$ cat src/hdl/wsd_pkg.sv
// Shared types and constants for the WebSocket frame deframer.
`timescale 1ns / 1ps

package wsd_pkg;

  localparam int unsigned MaxPayloadW = 24;
  localparam int unsigned FragTotalW  = 25;
  localparam logic [MaxPayloadW-1:0] MaxPayloadReset = 24'd10485760;

  // Result kinds as seen downstream.
  typedef enum logic [1:0] {
    EV_DATA  = 2'd0,
    EV_PING  = 2'd1,
    EV_CLOSE = 2'd2,
    EV_ERROR = 2'd3
  } event_kind_e;

  typedef struct packed {
    logic        unit_end;
    logic        byte_valid;
    event_kind_e event_kind;
    logic [7:0]  payload_byte;
  } wsd_result_t;

endpackage

$ cat src/hdl/websocket_frame_deframer_top.sv
// A byte's result is registered in the output register, or the skid stage if stalled.
// Throughput: one received byte per cycle; s_axis_tready falls only while the skid
// stage holds a beat parked behind a stalled output register.
// Reset clears the parser to await a frame header, drops any open message and sets
// max_payload to 10 MiB; no clearing pass is needed, the block is ready at once.
`timescale 1ns / 1ps

module websocket_frame_deframer_top import wsd_pkg::*; (
  input  logic        clk_i,
  input  logic        rst_ni,
  // Received bytes.
  input  logic        s_axis_tvalid,
  output logic        s_axis_tready,
  input  logic [7:0]  s_axis_tdata,   // [7:0] rx_byte
  // Results.
  output logic        m_axis_tvalid,
  input  logic        m_axis_tready,
  output logic [7:0]  m_axis_tdata,   // [7:0] payload_byte
  output logic [2:0]  m_axis_tuser,   // [1:0] event_kind, [2] byte_valid
  output logic        m_axis_tlast,   // unit_end
  // Configuration.
  input  logic        psel,
  input  logic        penable,
  input  logic        pwrite,
  input  logic [2:0]  paddr,
  input  logic [31:0] pwdata,
  output logic [31:0] prdata,
  output logic        pready
);

  logic [MaxPayloadW-1:0] max_payload_q;
  logic                   beat, res_valid, skid_ready;
  wsd_result_t            res, out_res;

  assign pready = 1'b1;
  assign prdata = paddr[2] ? 32'h0 : {{(32-MaxPayloadW){1'b0}}, max_payload_q};

  always_ff @(posedge clk_i or negedge rst_ni) begin
    if (!rst_ni) begin
      max_payload_q <= MaxPayloadReset;
    end else if (psel && penable && pwrite && !paddr[2]) begin
      max_payload_q <= pwdata[MaxPayloadW-1:0];
    end
  end

  assign s_axis_tready = skid_ready;
  assign beat          = s_axis_tvalid && skid_ready;

  wsd_parser u_parser (
    .clk_i         (clk_i),
    .rst_ni        (rst_ni),
    .max_payload_i (max_payload_q),
    .beat_i        (beat),
    .rx_byte_i     (s_axis_tdata),
    .res_valid_o   (res_valid),
    .res_o         (res)
  );

  wsd_out_skid u_out_skid (
    .clk_i       (clk_i),
    .rst_ni      (rst_ni),
    .in_valid_i  (res_valid),
    .in_ready_o  (skid_ready),
    .in_data_i   (res),
    .out_valid_o (m_axis_tvalid),
    .out_ready_i (m_axis_tready),
    .out_data_o  (out_res)
  );

  assign m_axis_tdata = out_res.payload_byte;
  assign m_axis_tuser = {out_res.byte_valid, out_res.event_kind};
  assign m_axis_tlast = out_res.unit_end;

  // A close or error beat is the last one the block ever sends.
  a_final_event: assert property (@(posedge clk_i) disable iff (!rst_ni)
    (m_axis_tvalid && m_axis_tready &&
     (m_axis_tuser[1:0] == EV_CLOSE || m_axis_tuser[1:0] == EV_ERROR))
    |=> !m_axis_tvalid)
    else $error("result sent after close or error");

  a_idle_byte_zero: assert property (@(posedge clk_i) disable iff (!rst_ni)
    (m_axis_tvalid && !m_axis_tuser[2]) |-> (m_axis_tdata == 8'h00))
    else $error("payload byte not cleared on a beat without data");

  a_last_kind: assert property (@(posedge clk_i) disable iff (!rst_ni)
    (m_axis_tvalid && m_axis_tlast) |->
    (m_axis_tuser[1:0] == EV_DATA || m_axis_tuser[1:0] == EV_PING))
    else $error("unit end on a close or error beat");

  a_skid_order: assert property (@(posedge clk_i) disable iff (!rst_ni)
    !s_axis_tready |-> m_axis_tvalid)
    else $error("skid stage full while output register is empty");

endmodule

$ cat src/hdl/wsd_parser.sv
// Frame header parser, unmasker and fragment checker: one received byte per beat.
`timescale 1ns / 1ps

module wsd_parser import wsd_pkg::*; (
  input  logic                   clk_i,
  input  logic                   rst_ni,
  input  logic [MaxPayloadW-1:0] max_payload_i,
  input  logic                   beat_i,
  input  logic [7:0]             rx_byte_i,
  output logic                   res_valid_o,
  output wsd_result_t            res_o
);

  typedef enum logic [2:0] {
    PH_HDR0  = 3'd0,
    PH_HDR1  = 3'd1,
    PH_LEN16 = 3'd2,
    PH_LEN64 = 3'd3,
    PH_MASK  = 3'd4,
    PH_DATA  = 3'd5,
    PH_ENDED = 3'd6
  } phase_e;

  localparam logic [3:0] OpCont   = 4'h0;
  localparam logic [3:0] OpBinary = 4'h2;
  localparam logic [3:0] OpClose  = 4'h8;
  localparam logic [3:0] OpPing   = 4'h9;
  localparam logic [3:0] OpPong   = 4'hA;
  localparam logic [6:0] Len16Code = 7'd126;
  localparam logic [6:0] Len64Code = 7'd127;
  localparam logic [MaxPayloadW-1:0] CtrlMaxLen = 24'd125;

  phase_e                 phase_q, phase_d;
  logic                   fin_q, fin_d;
  logic [3:0]             opcode_q, opcode_d;
  logic                   masked_q, masked_d;
  logic                   rsv_q, rsv_d;
  logic [MaxPayloadW-1:0] len_q, len_d;
  logic                   len_ovf_q, len_ovf_d;
  logic [MaxPayloadW-1:0] cnt_q, cnt_d;
  logic [31:0]            key_q, key_d;
  logic                   frag_open_q, frag_open_d;
  logic [FragTotalW-1:0]  frag_total_q, frag_total_d;
  logic                   doomed_q, doomed_d;

  logic                   hdr_now, end_now, end_has, fail_now;
  logic [7:0]             end_byte, plain, key_byte;
  logic [MaxPayloadW-1:0] hdr_len, cnt_inc;
  logic                   hdr_ovf, hdr_mask;
  logic [MaxPayloadW+1:0] frag_sum;

  always_comb begin
    case (cnt_q[1:0])
      2'd0:    key_byte = key_q[31:24];
      2'd1:    key_byte = key_q[23:16];
      2'd2:    key_byte = key_q[15:8];
      default: key_byte = key_q[7:0];
    endcase
  end

  assign plain    = rx_byte_i ^ key_byte;
  assign cnt_inc  = cnt_q + 1'b1;
  assign frag_sum = {1'b0, frag_total_q} + {2'b00, hdr_len};

  always_comb begin
    phase_d      = phase_q;
    fin_d        = fin_q;
    opcode_d     = opcode_q;
    masked_d     = masked_q;
    rsv_d        = rsv_q;
    len_d        = len_q;
    len_ovf_d    = len_ovf_q;
    cnt_d        = cnt_q;
    key_d        = key_q;
    frag_open_d  = frag_open_q;
    frag_total_d = frag_total_q;
    doomed_d     = doomed_q;
    hdr_now      = 1'b0;
    hdr_len      = {1'b0, len_q[15:0], rx_byte_i[6:0]};
    hdr_ovf      = 1'b0;
    hdr_mask     = masked_q;
    end_now      = 1'b0;
    end_has      = 1'b0;
    end_byte     = 8'h00;
    fail_now     = 1'b0;
    res_valid_o  = 1'b0;
    res_o        = '{unit_end: 1'b0, byte_valid: 1'b0, event_kind: EV_DATA,
                     payload_byte: 8'h00};

    if (beat_i) begin
      case (phase_q)
        PH_HDR0: begin
          fin_d    = rx_byte_i[7];
          rsv_d    = rx_byte_i[6:4] != 3'b000;
          opcode_d = rx_byte_i[3:0];
          phase_d  = PH_HDR1;
        end
        PH_HDR1: begin
          masked_d  = rx_byte_i[7];
          cnt_d     = '0;
          len_ovf_d = 1'b0;
          if (rx_byte_i[6:0] == Len16Code) begin
            len_d   = '0;
            phase_d = PH_LEN16;
          end else if (rx_byte_i[6:0] == Len64Code) begin
            len_d   = '0;
            phase_d = PH_LEN64;
          end else begin
            hdr_now  = 1'b1;
            hdr_len  = {{(MaxPayloadW-7){1'b0}}, rx_byte_i[6:0]};
            hdr_mask = rx_byte_i[7];
          end
        end
        PH_LEN16, PH_LEN64: begin
          // Only 24 length bits are kept; anything shifted out past them is
          // already too large for any max_payload setting.
          len_d     = {len_q[MaxPayloadW-9:0], rx_byte_i};
          len_ovf_d = len_ovf_q | (len_q[MaxPayloadW-1:MaxPayloadW-8] != 8'h00);
          cnt_d     = cnt_inc;
          hdr_len   = len_d;
          hdr_ovf   = len_ovf_d;
          if (phase_q == PH_LEN16) hdr_now = cnt_q[2:0] == 3'd1;
          else                     hdr_now = cnt_q[2:0] == 3'd7;
        end
        PH_MASK: begin
          key_d = {key_q[23:0], rx_byte_i};
          cnt_d = cnt_inc;
          if (cnt_q[1:0] == 2'd3) begin
            cnt_d = '0;
            if (len_q == '0) begin
              end_now = 1'b1;
            end else begin
              phase_d = PH_DATA;
            end
          end
        end
        PH_DATA: begin
          cnt_d = cnt_inc;
          if (cnt_inc == len_q) begin
            end_now  = 1'b1;
            end_has  = 1'b1;
            end_byte = plain;
          end else if (!doomed_q) begin
            if (opcode_q == OpCont || opcode_q == OpBinary) begin
              res_valid_o = 1'b1;
              res_o = '{unit_end: 1'b0, byte_valid: 1'b1, event_kind: EV_DATA,
                        payload_byte: plain};
            end else if (opcode_q == OpPing) begin
              res_valid_o = 1'b1;
              res_o = '{unit_end: 1'b0, byte_valid: 1'b1, event_kind: EV_PING,
                        payload_byte: plain};
            end
          end
        end
        default: begin
        end
      endcase

      if (hdr_now) begin
        len_d = hdr_len;
        if (hdr_ovf || !hdr_mask || rsv_q || hdr_len > max_payload_i ||
            (opcode_q[3] && (!fin_q || hdr_len > CtrlMaxLen))) begin
          fail_now = 1'b1;
        end else begin
          case (opcode_q)
            OpCont:                  doomed_d = !frag_open_q ||
                                                frag_sum > {2'b00, max_payload_i};
            OpBinary:                doomed_d = frag_open_q;
            OpClose, OpPing, OpPong: doomed_d = 1'b0;
            default:                 doomed_d = 1'b1;
          endcase
          phase_d = PH_MASK;
          cnt_d   = '0;
          key_d   = '0;
        end
      end

      if (end_now) begin
        if (doomed_q) begin
          fail_now = 1'b1;
        end else begin
          phase_d = PH_HDR0;
          case (opcode_q)
            OpCont, OpBinary: begin
              if (opcode_q == OpCont) begin
                frag_total_d = frag_total_q + {1'b0, len_q};
                if (fin_q) begin
                  frag_open_d  = 1'b0;
                  frag_total_d = '0;
                end
              end else if (!fin_q) begin
                frag_open_d  = 1'b1;
                frag_total_d = {1'b0, len_q};
              end
              if (end_has || fin_q) begin
                res_valid_o = 1'b1;
                res_o = '{unit_end: fin_q, byte_valid: end_has, event_kind: EV_DATA,
                          payload_byte: end_byte};
              end
            end
            OpClose: begin
              phase_d     = PH_ENDED;
              res_valid_o = 1'b1;
              res_o = '{unit_end: 1'b0, byte_valid: 1'b0, event_kind: EV_CLOSE,
                        payload_byte: 8'h00};
            end
            OpPing: begin
              res_valid_o = 1'b1;
              res_o = '{unit_end: 1'b1, byte_valid: end_has, event_kind: EV_PING,
                        payload_byte: end_byte};
            end
            default: begin
            end
          endcase
        end
      end

      if (fail_now) begin
        phase_d      = PH_ENDED;
        frag_open_d  = 1'b0;
        frag_total_d = '0;
        res_valid_o  = 1'b1;
        res_o = '{unit_end: 1'b0, byte_valid: 1'b0, event_kind: EV_ERROR,
                  payload_byte: 8'h00};
      end
    end
  end

  always_ff @(posedge clk_i or negedge rst_ni) begin
    if (!rst_ni) begin
      phase_q      <= PH_HDR0;
      fin_q        <= 1'b0;
      opcode_q     <= '0;
      masked_q     <= 1'b0;
      rsv_q        <= 1'b0;
      len_q        <= '0;
      len_ovf_q    <= 1'b0;
      cnt_q        <= '0;
      key_q        <= '0;
      frag_open_q  <= 1'b0;
      frag_total_q <= '0;
      doomed_q     <= 1'b0;
    end else begin
      phase_q      <= phase_d;
      fin_q        <= fin_d;
      opcode_q     <= opcode_d;
      masked_q     <= masked_d;
      rsv_q        <= rsv_d;
      len_q        <= len_d;
      len_ovf_q    <= len_ovf_d;
      cnt_q        <= cnt_d;
      key_q        <= key_d;
      frag_open_q  <= frag_open_d;
      frag_total_q <= frag_total_d;
      doomed_q     <= doomed_d;
    end
  end

endmodule

$ cat src/hdl/wsd_out_skid.sv
// Result register with a skid stage so the input side keeps flowing under backpressure.
`timescale 1ns / 1ps

module wsd_out_skid import wsd_pkg::*; (
  input  logic        clk_i,
  input  logic        rst_ni,
  input  logic        in_valid_i,
  output logic        in_ready_o,
  input  wsd_result_t in_data_i,
  output logic        out_valid_o,
  input  logic        out_ready_i,
  output wsd_result_t out_data_o
);

  logic        out_valid_q, out_valid_d;
  logic        skid_valid_q, skid_valid_d;
  wsd_result_t out_q, out_d;
  wsd_result_t skid_q, skid_d;

  assign in_ready_o  = !skid_valid_q;
  assign out_valid_o = out_valid_q;
  assign out_data_o  = out_q;

  always_comb begin
    out_valid_d  = out_valid_q;
    skid_valid_d = skid_valid_q;
    out_d        = out_q;
    skid_d       = skid_q;
    if (out_valid_q && !out_ready_i) begin
      // Output is stalled: park a new beat in the skid stage.
      if (in_valid_i && !skid_valid_q) begin
        skid_valid_d = 1'b1;
        skid_d       = in_data_i;
      end
    end else if (skid_valid_q) begin
      out_valid_d  = 1'b1;
      out_d        = skid_q;
      skid_valid_d = 1'b0;
    end else begin
      out_valid_d = in_valid_i;
      out_d       = in_data_i;
    end
  end

  always_ff @(posedge clk_i or negedge rst_ni) begin
    if (!rst_ni) begin
      out_valid_q  <= 1'b0;
      skid_valid_q <= 1'b0;
    end else begin
      out_valid_q  <= out_valid_d;
      skid_valid_q <= skid_valid_d;
    end
  end

  always_ff @(posedge clk_i) begin
    out_q  <= out_d;
    skid_q <= skid_d;
  end

endmodule

$ cat config.mk
export PLATFORM = sky130hd
export DESIGN_NAME = websocket_frame_deframer_top
export DESIGN_NICKNAME = d
export VERILOG_FILES = /design/src/hdl/wsd_pkg.sv /design/src/hdl/websocket_frame_deframer_top.sv /design/src/hdl/wsd_parser.sv /design/src/hdl/wsd_out_skid.sv
export SDC_FILE = /design/constraint.sdc
export NUM_CORES = 1
export LEC_CHECK = 0
export BUFFER_PORTS_ARGS = -buffer_cell sky130_fd_sc_hd__buf_2
export CORE_MARGIN = 4
export CORE_UTILIZATION = 40
export CTS_BUF_LIST = sky130_fd_sc_hd__clkbuf_2 sky130_fd_sc_hd__clkbuf_4 sky130_fd_sc_hd__clkbuf_8
export CTS_CLUSTER_DIAMETER = 30
export CTS_CLUSTER_SIZE = 30
export DETAILED_ROUTE_END_ITERATION = 8
export MAX_ROUTING_LAYER = met4
export PLACE_DENSITY = 0.55
export SLEW_MARGIN = 20
export SYNTH_ARGS = -nofsm -noshare
export SYNTH_HDL_FRONTEND = slang
export SYNTH_SLANG_ARGS = --single-unit
export TNS_END_PERCENT = 50
$ cat constraint.sdc
create_clock -name clk_i -period 6.99 [get_ports clk_i]
set_input_delay 1.398 -clock clk_i [delete_from_list [all_inputs] [get_ports clk_i]]
set_output_delay 1.398 -clock clk_i [all_outputs]
set_load 0.05 [all_outputs]
Word-level counts from Yosys, hierarchy flattened
Index checks and enable logic that the tools add are counted.

Add/subtract/negate cells: 3. Multipliers: 0. Div/mod/pow operators: 0. Magnitude comparators: 3. Eq/ne operators: 22. Shift-type cells: 0. Muxes and demuxes: 96. Bitwise operators: 3. Reductions and logical operators: 44.

Operator list (count): 24-bit 2-to-1 mux (10); 25-bit 2-to-1 mux (7); 12-bit 2-to-1 mux (10); 32-bit 2-to-1 mux (3); 24-bit case mux with 2 select lines (2); 24-bit case mux with 3 select lines (1); 1-bit 2-to-1 mux (41); 12-bit case mux with 3 select lines (1); 3-bit 2-to-1 mux (10); 25-bit by 24-bit adder with 26-bit output (1); 26-bit by 24-bit > comparator with 1-bit output (1); 25-bit by 24-bit adder with 25-bit output (1); 24-bit by 1-bit adder with 24-bit output (second input constant) (1); 24-bit equality test (1); 24-bit > comparator (1); 24-bit by 7-bit > comparator with 1-bit output (second input constant) (1); 24-bit zero test (1); 8-bit case mux with 3 select lines (1); 23-bit 2-to-1 mux (1); 8-bit 2-to-1 mux (2); 7-bit equality test (second input constant) (2); 4-bit equality test (second input constant) (3); 11-bit 2-to-1 mux (1); 3-bit equality test (second input constant) (3); other kinds (30) (65).

Bits in registers: 168. Latch bits: 0. RAM bits: 0. Bits in read-only memories: 0. Input port bits: 50. Output and inout port bits: 47. Memories: 0.

Logic depth before layout (Yosys ltp)
Gate-level depths: netlist of the first run.

Depth after elaboration: 20. Depth in mapped cells: 29. Depth with buffers taken out: 27.

By module
Synthesis of the first run repeated with hierarchy kept, for this count alone.

Cells, all modules: 1429. Area, all modules: 12941.2 um^2.

Modules (own cells, without submodules): wsd_parser (instances 1, cells each 1294, area an instance 10712.8 um^2); websocket_frame_deframer_top (instances 1, cells each 89, area an instance 1236.2 um^2); wsd_out_skid (instances 1, cells each 46, area an instance 992.2 um^2).

Worst setup path before layout of the first run
OpenSTA, ideal clock, no wires.

Path type: in2reg. From: input port s_axis_tdata[5]. To: register u_parser.doomed_q. Arrival: 5.894 ns. Setup slack: 0.972 ns. Stages: 26. Path buffers: 1. Cells stage by stage: and4_1 > nand3_1 > a31oi_1 > clkbuf_1 > nand2_1 > o21ai_0 > nand2_1 > nand2_1 > ha_1 > a21o_1 > a41oi_1 > o21ai_0 > a31oi_1 > o31a_1 > a21o_1 > o21ai_0 > xor2_1 > ha_1 > a211oi_1 > o311a_1 > o21ai_0 > a21oi_1 > a221oi_1 > nor4_1 > a21oi_1 > o31a_1.

Word-level cells in the longest chain between the ends: 12. Elaborated cells on any way between the ends: 30.

RTL lines: start: declaration (line websocket_frame_deframer_top.sv:14) `input logic [7:0] s_axis_tdata,`; branches (longest 12 deep; another with 25-bit by 24-bit adder with 26-bit output); end signal: assignment (line wsd_parser.sv:255) `doomed_q <= doomed_d;`; end: declaration (line wsd_parser.sv:44) `logic doomed_q, doomed_d;`.

Several ways; the timed one is not identified. The select of a mux whose other input is x is not followed. A chain may end at the register's enable or synchronous reset.

Worst setup path in the final report of the first run
Ends and elaborated chain as after synthesis.

==> insert_results.sql, run 1 <==
INSERT INTO impl_metrics (metric_group, metric, value, unit) VALUES
('grt', 'first_pass_grt_wire_length', '59400', 'um'),
('floorplanning', 'num_io_pins', '97', ''),
('floorplanning', 'die_x', '187', 'um'),
('floorplanning', 'initial_standard_cell_utilization_of_the_core', '40.6', '%'),
('route', 'drcViolationCount', '0', ''),
('critical_path', 'maximum_single_stage_delay_on_the_critical_path', '0.39', 'ns'),
('synthesis', 'post-synth-top-area-cell', 'dfrtp_1', ''),
('critical_path', 'critical_path_arrival', '6.56', 'ns'),
('route', 'postRouteWirelength', '36800', 'um'),
('cts', 'cts_buffers', '17', ''),
('synthesis', 'synthesis.area', '12800', 'sq um'),
('finish', 'finalNetCount', '1635', ''),
('synthesis', 'synth.distinct_cells', '89', ''),
('pwr', 'intPower', '1850', 'uW'),
('cts', 'clock_tree_from_tritoncts', 'built', ''),
('critical_path', 'crit_end', 'u_parser.doomed_q', ''),
('place', 'gpl.final_weighted_congestion', '0.905', ''),
('pwr', 'power.share.switching', '40.0', '%'),
('sta', 'finalCritPeriodShare', '88.4', '%'),
('finish', 'utilization', '44.0', '%'),
('route', 'drt_first_pass_iters', '8', ''),
('synthesis', 'synth.ff_latch_count', '168', ''),
('critical_path', 'rr_startpoint', 'u_parser.phase_q[2]', ''),
('critical_path', 'path_max_fanout', '15', ''),
('run_status', 'status', 'finished clean', ''),
('pwr', 'static-leakage-power', '0.00655', 'uW'),
('place', 'io_buffers', '77', ''),
('floorplanning', 'core_ar', '31600', 'sq um'),
('critical_path', 'timing.critical_path.max_delay_family', 'compound AO/OA/AOI/OAI gates', ''),
('route', 'wl_per_cell', '19.4', 'um'),
('place', 'place_hpwl', '26900', 'um'),
('pwr', 'switchingPower', '1230', 'uW'),
('critical_path', 'worst_setup_slack_for_register_to_register_paths', '1.26', 'ns'),
('floorplanning', 'row_count', '65', ''),
('sta', 'final.setup.tns', '0', 'ns'),
('sta', 'timing_worst_slew_pin_value', '0.930', 'ns'),
('cts', 'clk_pin_slew', '0.11', 'ns'),
('finish', 'area_growth', '8.35', '%'),
('grt', 'number_of_antenna_violations_at_the_first_check_in_global_routing', '0', ''),
('cts', 'cts_buffer_depth', '2', ''),
('hold_path', 'worst_hold_path_type', 'flop to flop', ''),
('synthesis', 'ys_top_cells_by_count', 'nand2_1 (180), dfrtp_1 (142), ha_1 (104), o21ai_0 (88), a21oi_1 (87)', ''),
('cts', 'postCtsSetupBuffers', '0', ''),
('synthesis', 'synth_edf_count', '24', ''),
('route', 'ant_nets', '0', ''),
('cts', 'clock-root-buffer', 'clkbuf_8', ''),
('route', 'vias_per_cell', '5.82', ''),
('finish', 'stdcell_area', '13900', 'sq um'),
('floorplanning', 'chipHeight', '187', 'um'),
('synthesis', 'synth-warning-count', '0', ''),
('synthesis', 'seq_area_frac_synth', '33.8', '%'),
('sta', 'fmax', '0.162', 'GHz'),
('place', 'detailed_place.area', '13500', 'sq um'),
('synthesis', 'postSynthAreaPerCell', '8.81', 'sq um'),
('critical_path', 'cp.required', '7.38', 'ns'),
('flow_run', 'max_cap_viol_count', '0', ''),
('grt', 'grt_start_max_net_pins', '83', ''),
('sta', 'final-max-slew-violation-count', '0', ''),
('pwr', 'comb_power_share', '32.3', '%'),
('sta', 'unrepaired_setup_endpoints_after_global_routing', 'no', ''),
('critical_path', 'cp_slowest_cell', 'nor4_1', ''),
('finish', 'post_route_cells_drive_above_1_share', '14.5', '%'),
('finish', 'antenna-diode-count', '0', ''),
('sta', 'timing.max_slew.rel_slack', '38.0', '%'),
('synthesis', 'post_synth_main_area_contributors', 'dfrtp_1 (28%), ha_1 (10%), edfxtp_1 (5.6%)', ''),
('sta', 'clock-skew-final', '0.0257', 'ns'),
('critical_path', 'cp_common_cell', 'nand2_1', ''),
('pwr', 'overall_power_of_the_completed_layout', '3080', 'uW'),
('sta', 'fin_crit', '6.18', 'ns'),
('grt', 'gr-usage-all-layers', '21.5', '%'),
('grt', 'via_count_of_the_first_global_routing_pass', '10500', '');
## registers in the layout, indices dropped and copies added, names as in the netlist
signal,count
u_parser.frag_open_q,1
u_parser.masked_q,1
u_parser.cnt_q,24
u_parser.len_q,24
max_payload_q,24
u_out_skid.skid_q,12
u_out_skid.out_valid_o,1
u_parser.key_q,32
u_out_skid.out_data_o,12
u_parser.frag_total_q,25
u_out_skid.skid_valid_q,1
u_parser.len_ovf_q,1
u_parser.phase_q,3
u_parser.doomed_q,1
u_parser.fin_q,1
u_parser.rsv_q,1
u_parser.opcode_q,4
## how the worst min path moves through the flow
stage	start	endpoint	slack, ns	cells after the start
6_report	u_parser.key_q[27]	u_parser.key_q[27]	0.51	1
5_1_grt	max_payload_q[16]	max_payload_q[16]	0.52	1
4_1_cts	u_parser.len_ovf_q	u_parser.len_ovf_q	0.51	2
3_5_place_dp	u_parser.key_q[25]	u_parser.key_q[25]	0.48	1
3_3_place_gp	u_parser.len_ovf_q	u_parser.len_ovf_q	0.48	2
2_1_floorplan	u_parser.rsv_q	u_parser.rsv_q	0.44	2
## cell usage in the layout (no fill, tap or decap), types with 17 or more instances in the layout
cell type / n
dfrtp_1: 142
buf_2: 76
nor4_1: 17
nand2_1: 180
nor3_1: 28
edfxtp_1: 24
nand4_1: 26
xnor2_1: 49
o21ai_0: 88
xor2_1: 24
nand2b_1: 17
a22o_1: 53
ha_1: 104
nor2_1: 85
buf_4: 23
a21oi_1: 87
a21o_1: 42
mux2_2: 30
clkbuf_8: 17
inv_1: 56
nand3_1: 44
## logic make-up after synthesis
family	share of synthesized area, %
AND/OR/NAND/NOR	18.8
AO/OA/AOI/OAI	23.3
flip-flops	33.8
buffers and inverters	5.32
adder cells (fa/ha/maj)	10.6
XOR/XNOR	4.99
multiplexers	3.19
other	0.0586
## metal layers
| metal | share of wire [%] | GRT usage, % | up-vias |
|---|---|---|---|
| li1 | - | - | 5358 |
| met1 | 49 | 30.7 | 5341 |
| met2 | 45 | 32.7 | 291 |
| met3 | 4.4 | 3.12 | 41 |
| met4 | 1.5 | 4.86 | 0 |
| met5 | 0 | - | - |
## power by group through the flow
stage / clock network [uW] / registers [uW] / logic (uW)
after floorplan: 0 / 1380 / 715
after global placement: 0 / 1360 / 985
after detailed placement: 0 / 1360 / 999
after CTS: 772 / 1340 / 1000
after global routing: 815 / 1370 / 1100
final: 742 / 1350 / 997
## stage by stage
stage	cells	hold WS, ns	setup WS, ns
finish	1894	0.508	0.814
CTS	1894	0.508	0.846
floorplan	1461	0.443	0.972
detailed placement	1862	0.482	0.322
global route	1894	0.524	0.353
global placement	1862	0.478	0.344
## layout make-up
cell class / instances / area [sq um]
Fill cell: 3140 / 17700
Inverter: 56 / 210
Sequential cell: 168 / 4330
Tap cell: 402 / 503
Clock buffer: 17 / 234
Multi-Input combinational cell: 1136 / 7860
Timing Repair Buffer: 100 / 564
Clock inverter: 15 / 180
Power figures use the tool's default switching activity.
==> run 2: changes to the inputs <==
--- a/config.mk
+++ b/config.mk
@@ -6,12 +6,14 @@
 export NUM_CORES = 1
 export LEC_CHECK = 0
 export BUFFER_PORTS_ARGS = -buffer_cell sky130_fd_sc_hd__buf_2
+export CORE_ASPECT_RATIO = 0.75
 export CORE_MARGIN = 4
 export CORE_UTILIZATION = 40
 export CTS_BUF_LIST = sky130_fd_sc_hd__clkbuf_2 sky130_fd_sc_hd__clkbuf_4 sky130_fd_sc_hd__clkbuf_8
 export CTS_CLUSTER_DIAMETER = 30
 export CTS_CLUSTER_SIZE = 30
 export DETAILED_ROUTE_END_ITERATION = 8
+export HOLD_SLACK_MARGIN = 0.02
 export MAX_ROUTING_LAYER = met4
 export PLACE_DENSITY = 0.55
 export SLEW_MARGIN = 20
==> insert_results.sql, run 2 (same netlist as run 1, synthesis figures left out) <==
INSERT INTO impl_metrics (metric_group, metric, value, unit) VALUES
('sta', 'final.setup.tns', '0', 'ns'),
('critical_path', 'rr_startpoint', 'u_parser.phase_q[2]', ''),
('finish', 'layout_common_cells', 'nand2_1 (180), dfrtp_1 (142), ha_1 (104), o21ai_0 (88), a21oi_1 (87)', ''),
('finish', 'area_growth', '8.51', '%'),
('critical_path', 'cp_slowest_cell', 'a31oi_1', ''),
('floorplanning', 'core_ar', '31400', 'sq um'),
('finish', 'layout_commonest_cell', 'nand2_1', ''),
('floorplanning', 'die_x', '215', 'um'),
('cts', 'postCtsSetupBuffers', '0', ''),
('hold_path', 'timing.hold.worst_path_depth', '2', ''),
('pwr', 'intPower', '1900', 'uW'),
('finish', 'fill_cells', '3155', ''),
('sta', 'setup_ws', '0.801', 'ns'),
('critical_path', 'r2r.worst_path.cells', '22', ''),
('critical_path', 'timing.critical_path.max_delay_family', 'compound AO/OA/AOI/OAI gates', ''),
('finish', 'antenna-diode-count', '0', ''),
('floorplanning', 'die_area', '35000', 'sq um'),
('cts', 'clkSinkCount', '168', ''),
('pwr', 'power_density', '224', 'nW/um^2'),
('critical_path', 'maximum_single_stage_delay_on_the_critical_path', '0.45', 'ns'),
('pwr', 'power.share.switching', '39.2', '%'),
('critical_path', 'cp.required', '7.38', 'ns'),
('hold_path', 'hold_path_startpoint', 'u_parser.len_ovf_q', ''),
('critical_path', 'critical_path_arrival', '6.58', 'ns'),
('critical_path', 'cp_common_cell', 'o21ai_0', ''),
('cts', 'clk-insertion-delay-late', '0.50', 'ns'),
('floorplanning', 'num_io_pins', '97', ''),
('place', 'dp_slack', '0.343', 'ns'),
('cts', 'cts_buffer_depth', '2', ''),
('critical_path', 'crit_buf_inv', '1', ''),
('flow_run', 'max_cap_viol_count', '0', ''),
('finish', 'finalNetCount', '1638', ''),
('sta', 'clock-skew-final', '0.0152', 'ns'),
('critical_path', 'worst_setup_slack_for_register_to_register_paths', '1.21', 'ns'),
('hold_path', 'worst_hold_path_type', 'flop to flop', ''),
('cts', 'clock_tree_from_tritoncts', 'built', ''),
('place', 'gpl.final_weighted_congestion', '0.906', ''),
('route', 'dr_total_vias', '11100', ''),
('floorplanning', 'row_count', '56', ''),
('grt', 'grt_start_max_net_pins', '91', ''),
('sta', 'finalSetupViolations', '0', ''),
('sta', 'fmax', '0.162', 'GHz'),
('pwr', 'overall_power_of_the_completed_layout', '3110', 'uW'),
('route', 'drcViolationCount', '0', ''),
('cts', 'clk_pin_slew', '0.09', 'ns'),
('pwr', 'clock_power_share', '24.3', '%'),
('pwr', 'switchingPower', '1220', 'uW'),
('cts', 'clock_tree.htree_level_count', '4', ''),
('finish', 'post_route_cells_drive_above_1_share', '14.6', '%'),
('sta', 'timing.max_slew.rel_slack', '32.2', '%'),
('critical_path', 'end_kind', 'flop', ''),
('sta', 'finalCritPeriodShare', '88.5', '%'),
('finish', 'register_ranked_first_by_flip_flop_count', 'u_parser.key_q', ''),
('cts', 'hold_fix_buffer_count_after_cts', '0', ''),
('grt', 'gr-usage-all-layers', '22.7', '%'),
('hold_path', 'timing.hold.worst_endpoint', 'u_parser.len_ovf_q', ''),
('sta', 'fin_crit', '6.19', 'ns'),
('pwr', 'sequentialPowerShare', '43.3', '%'),
('route', 'drt_first_pass_iters', '6', ''),
('pwr', 'static-leakage-power', '0.00657', 'uW'),
('place', 'io_buffers', '77', ''),
('sta', 'unrepaired_setup_endpoints_after_global_routing', 'no', ''),
('pwr', 'peakVddDrop', '0.136', 'mV'),
('place', 'place_hpwl', '28200', 'um'),
('critical_path', 'timing_worst_setup_path_type', 'input pin to flop', ''),
('grt', 'number_of_antenna_violations_at_the_first_check_in_global_routing', '0', ''),
('critical_path', 'path_max_fanout', '5', ''),
('critical_path', 'worstPathCellList', 'buf_2, and4_1, nand3_1, a31oi_1, a22o_1, nand2_1, o21ai_0, ha_1, a41oi_1, o21ai_0, a31oi_1, o31a_1, a21o_1, o21ai_0, xor2_1, ha_1, a211oi_1, o311a_1, o21ai_0, a21oi_1, a221oi_1, nor4_1, a21oi_1, o31a_1', ''),
('pwr', 'comb_power_share', '32.4', '%'),
('finish', 'largest_register_ff_count', '32', ''),
('route', 'ant_nets', '0', ''),
('floorplanning', 'initial_standard_cell_utilization_of_the_core', '40.8', '%'),
('finish', 'fin_cells', '1901', ''),
('route', 'wl_per_cell', '20.1', 'um'),
('grt', 'first_pass_grt_wire_length', '61500', 'um'),
('cts', 'cts_buffers', '17', ''),
('floorplanning', 'chipHeight', '163', 'um'),
('grt', 'via_count_of_the_first_global_routing_pass', '10500', ''),
('critical_path', 'endpoint_of_the_worst_slack_reg_to_reg_timing_path', 'u_parser.doomed_q', ''),
('route', 'vias_per_cell', '5.82', ''),
('finish', 'reg_top3', 'u_parser.key_q (32), u_parser.frag_total_q (25)', ''),
('place', 'post-place-cells', '1869', ''),
('sta', 'final-max-slew-violation-count', '0', ''),
('cts', 'ctsResizeCount', '0', ''),
('grt', 'overflow', '0', ''),
('sta', 'hold_violations', '0', ''),
('cts', 'clock-root-buffer', 'clkbuf_8', ''),
('sta', 'timing_worst_slew_pin_value', '1.01', 'ns'),
('critical_path', 'start_kind', 'input pin', ''),
('run_status', 'status', 'finished clean', ''),
('route', 'detail_route.iter0.violations', '1096', ''),
('route', 'postRouteWirelength', '38200', 'um');
## run 2: changes by cell type in the layout (fill, tap and decap cells not counted), sizes merged
cell / delta
inv: -2
clkinv: -4
clkbuf: +4
clkinvlp: +1
bufinv: +1
buf: +3
## run 2: per-layer routing
| metal | vias up | track usage (%) | wire (um) |
|---|---|---|---|
| met5 | - | - | 0 |
| met4 | 0 | 4.80 | 401 |
| met3 | 27 | 3.69 | 2110 |
| met2 | 308 | 30.5 | 15400 |
| met1 | 5380 | 35.4 | 20300 |
| li1 | 5356 | - | - |
## run 2: area by class of cell
class | count | area, sq um | area share (%)
Clock buffer | 21 | 274 | 1.97
Inverter | 56 | 210 | 1.51
Multi-Input combinational cell | 1136 | 7860 | 56.5
Sequential cell | 168 | 4330 | 31.1
Clock inverter | 11 | 135 | 0.972
Timing Repair Buffer | 103 | 587 | 4.22
Tap cell | 406 | 508 | 3.66
## run 2: through the flow
step                utilization (%)  area [sq um]  hold WS (ns)
floorplan                         -         12800         0.443
finish                         44.3         13900         0.506
detailed placement             42.9         13500         0.482
global placement               42.9         13500         0.480
global route                   44.3         13900         0.523
CTS                            44.2         13900         0.505
## run 2: power groups by stage
stage,combinational (uW),clock [uW],sequential (uW)
after global routing,1110,817,1370
after CTS,1010,779,1350
final,1010,756,1350
after floorplan,715,0,1380
after global placement,992,0,1360
after detailed placement,1010,0,1360
## run 2: worst max-delay path by stage
stage	slack (ns)	depth (start not counted)	from	end
final	0.80	24	s_axis_tdata[5]	u_parser.doomed_q
after global routing	0.42	25	s_axis_tdata[5]	u_parser.doomed_q
after CTS	0.86	24	s_axis_tdata[5]	u_parser.doomed_q
after detailed placement	0.34	24	s_axis_tdata[5]	u_parser.doomed_q
after global placement	0.39	24	s_axis_tdata[5]	u_parser.doomed_q
after floorplan	0.97	26	s_axis_tdata[5]	u_parser.doomed_q
## run 2: worst min-delay path: stages (launching register included)
cell	delay [ns]
dfrtp_1	0.35
a21oi_1	0.04
nor2_1	0.08
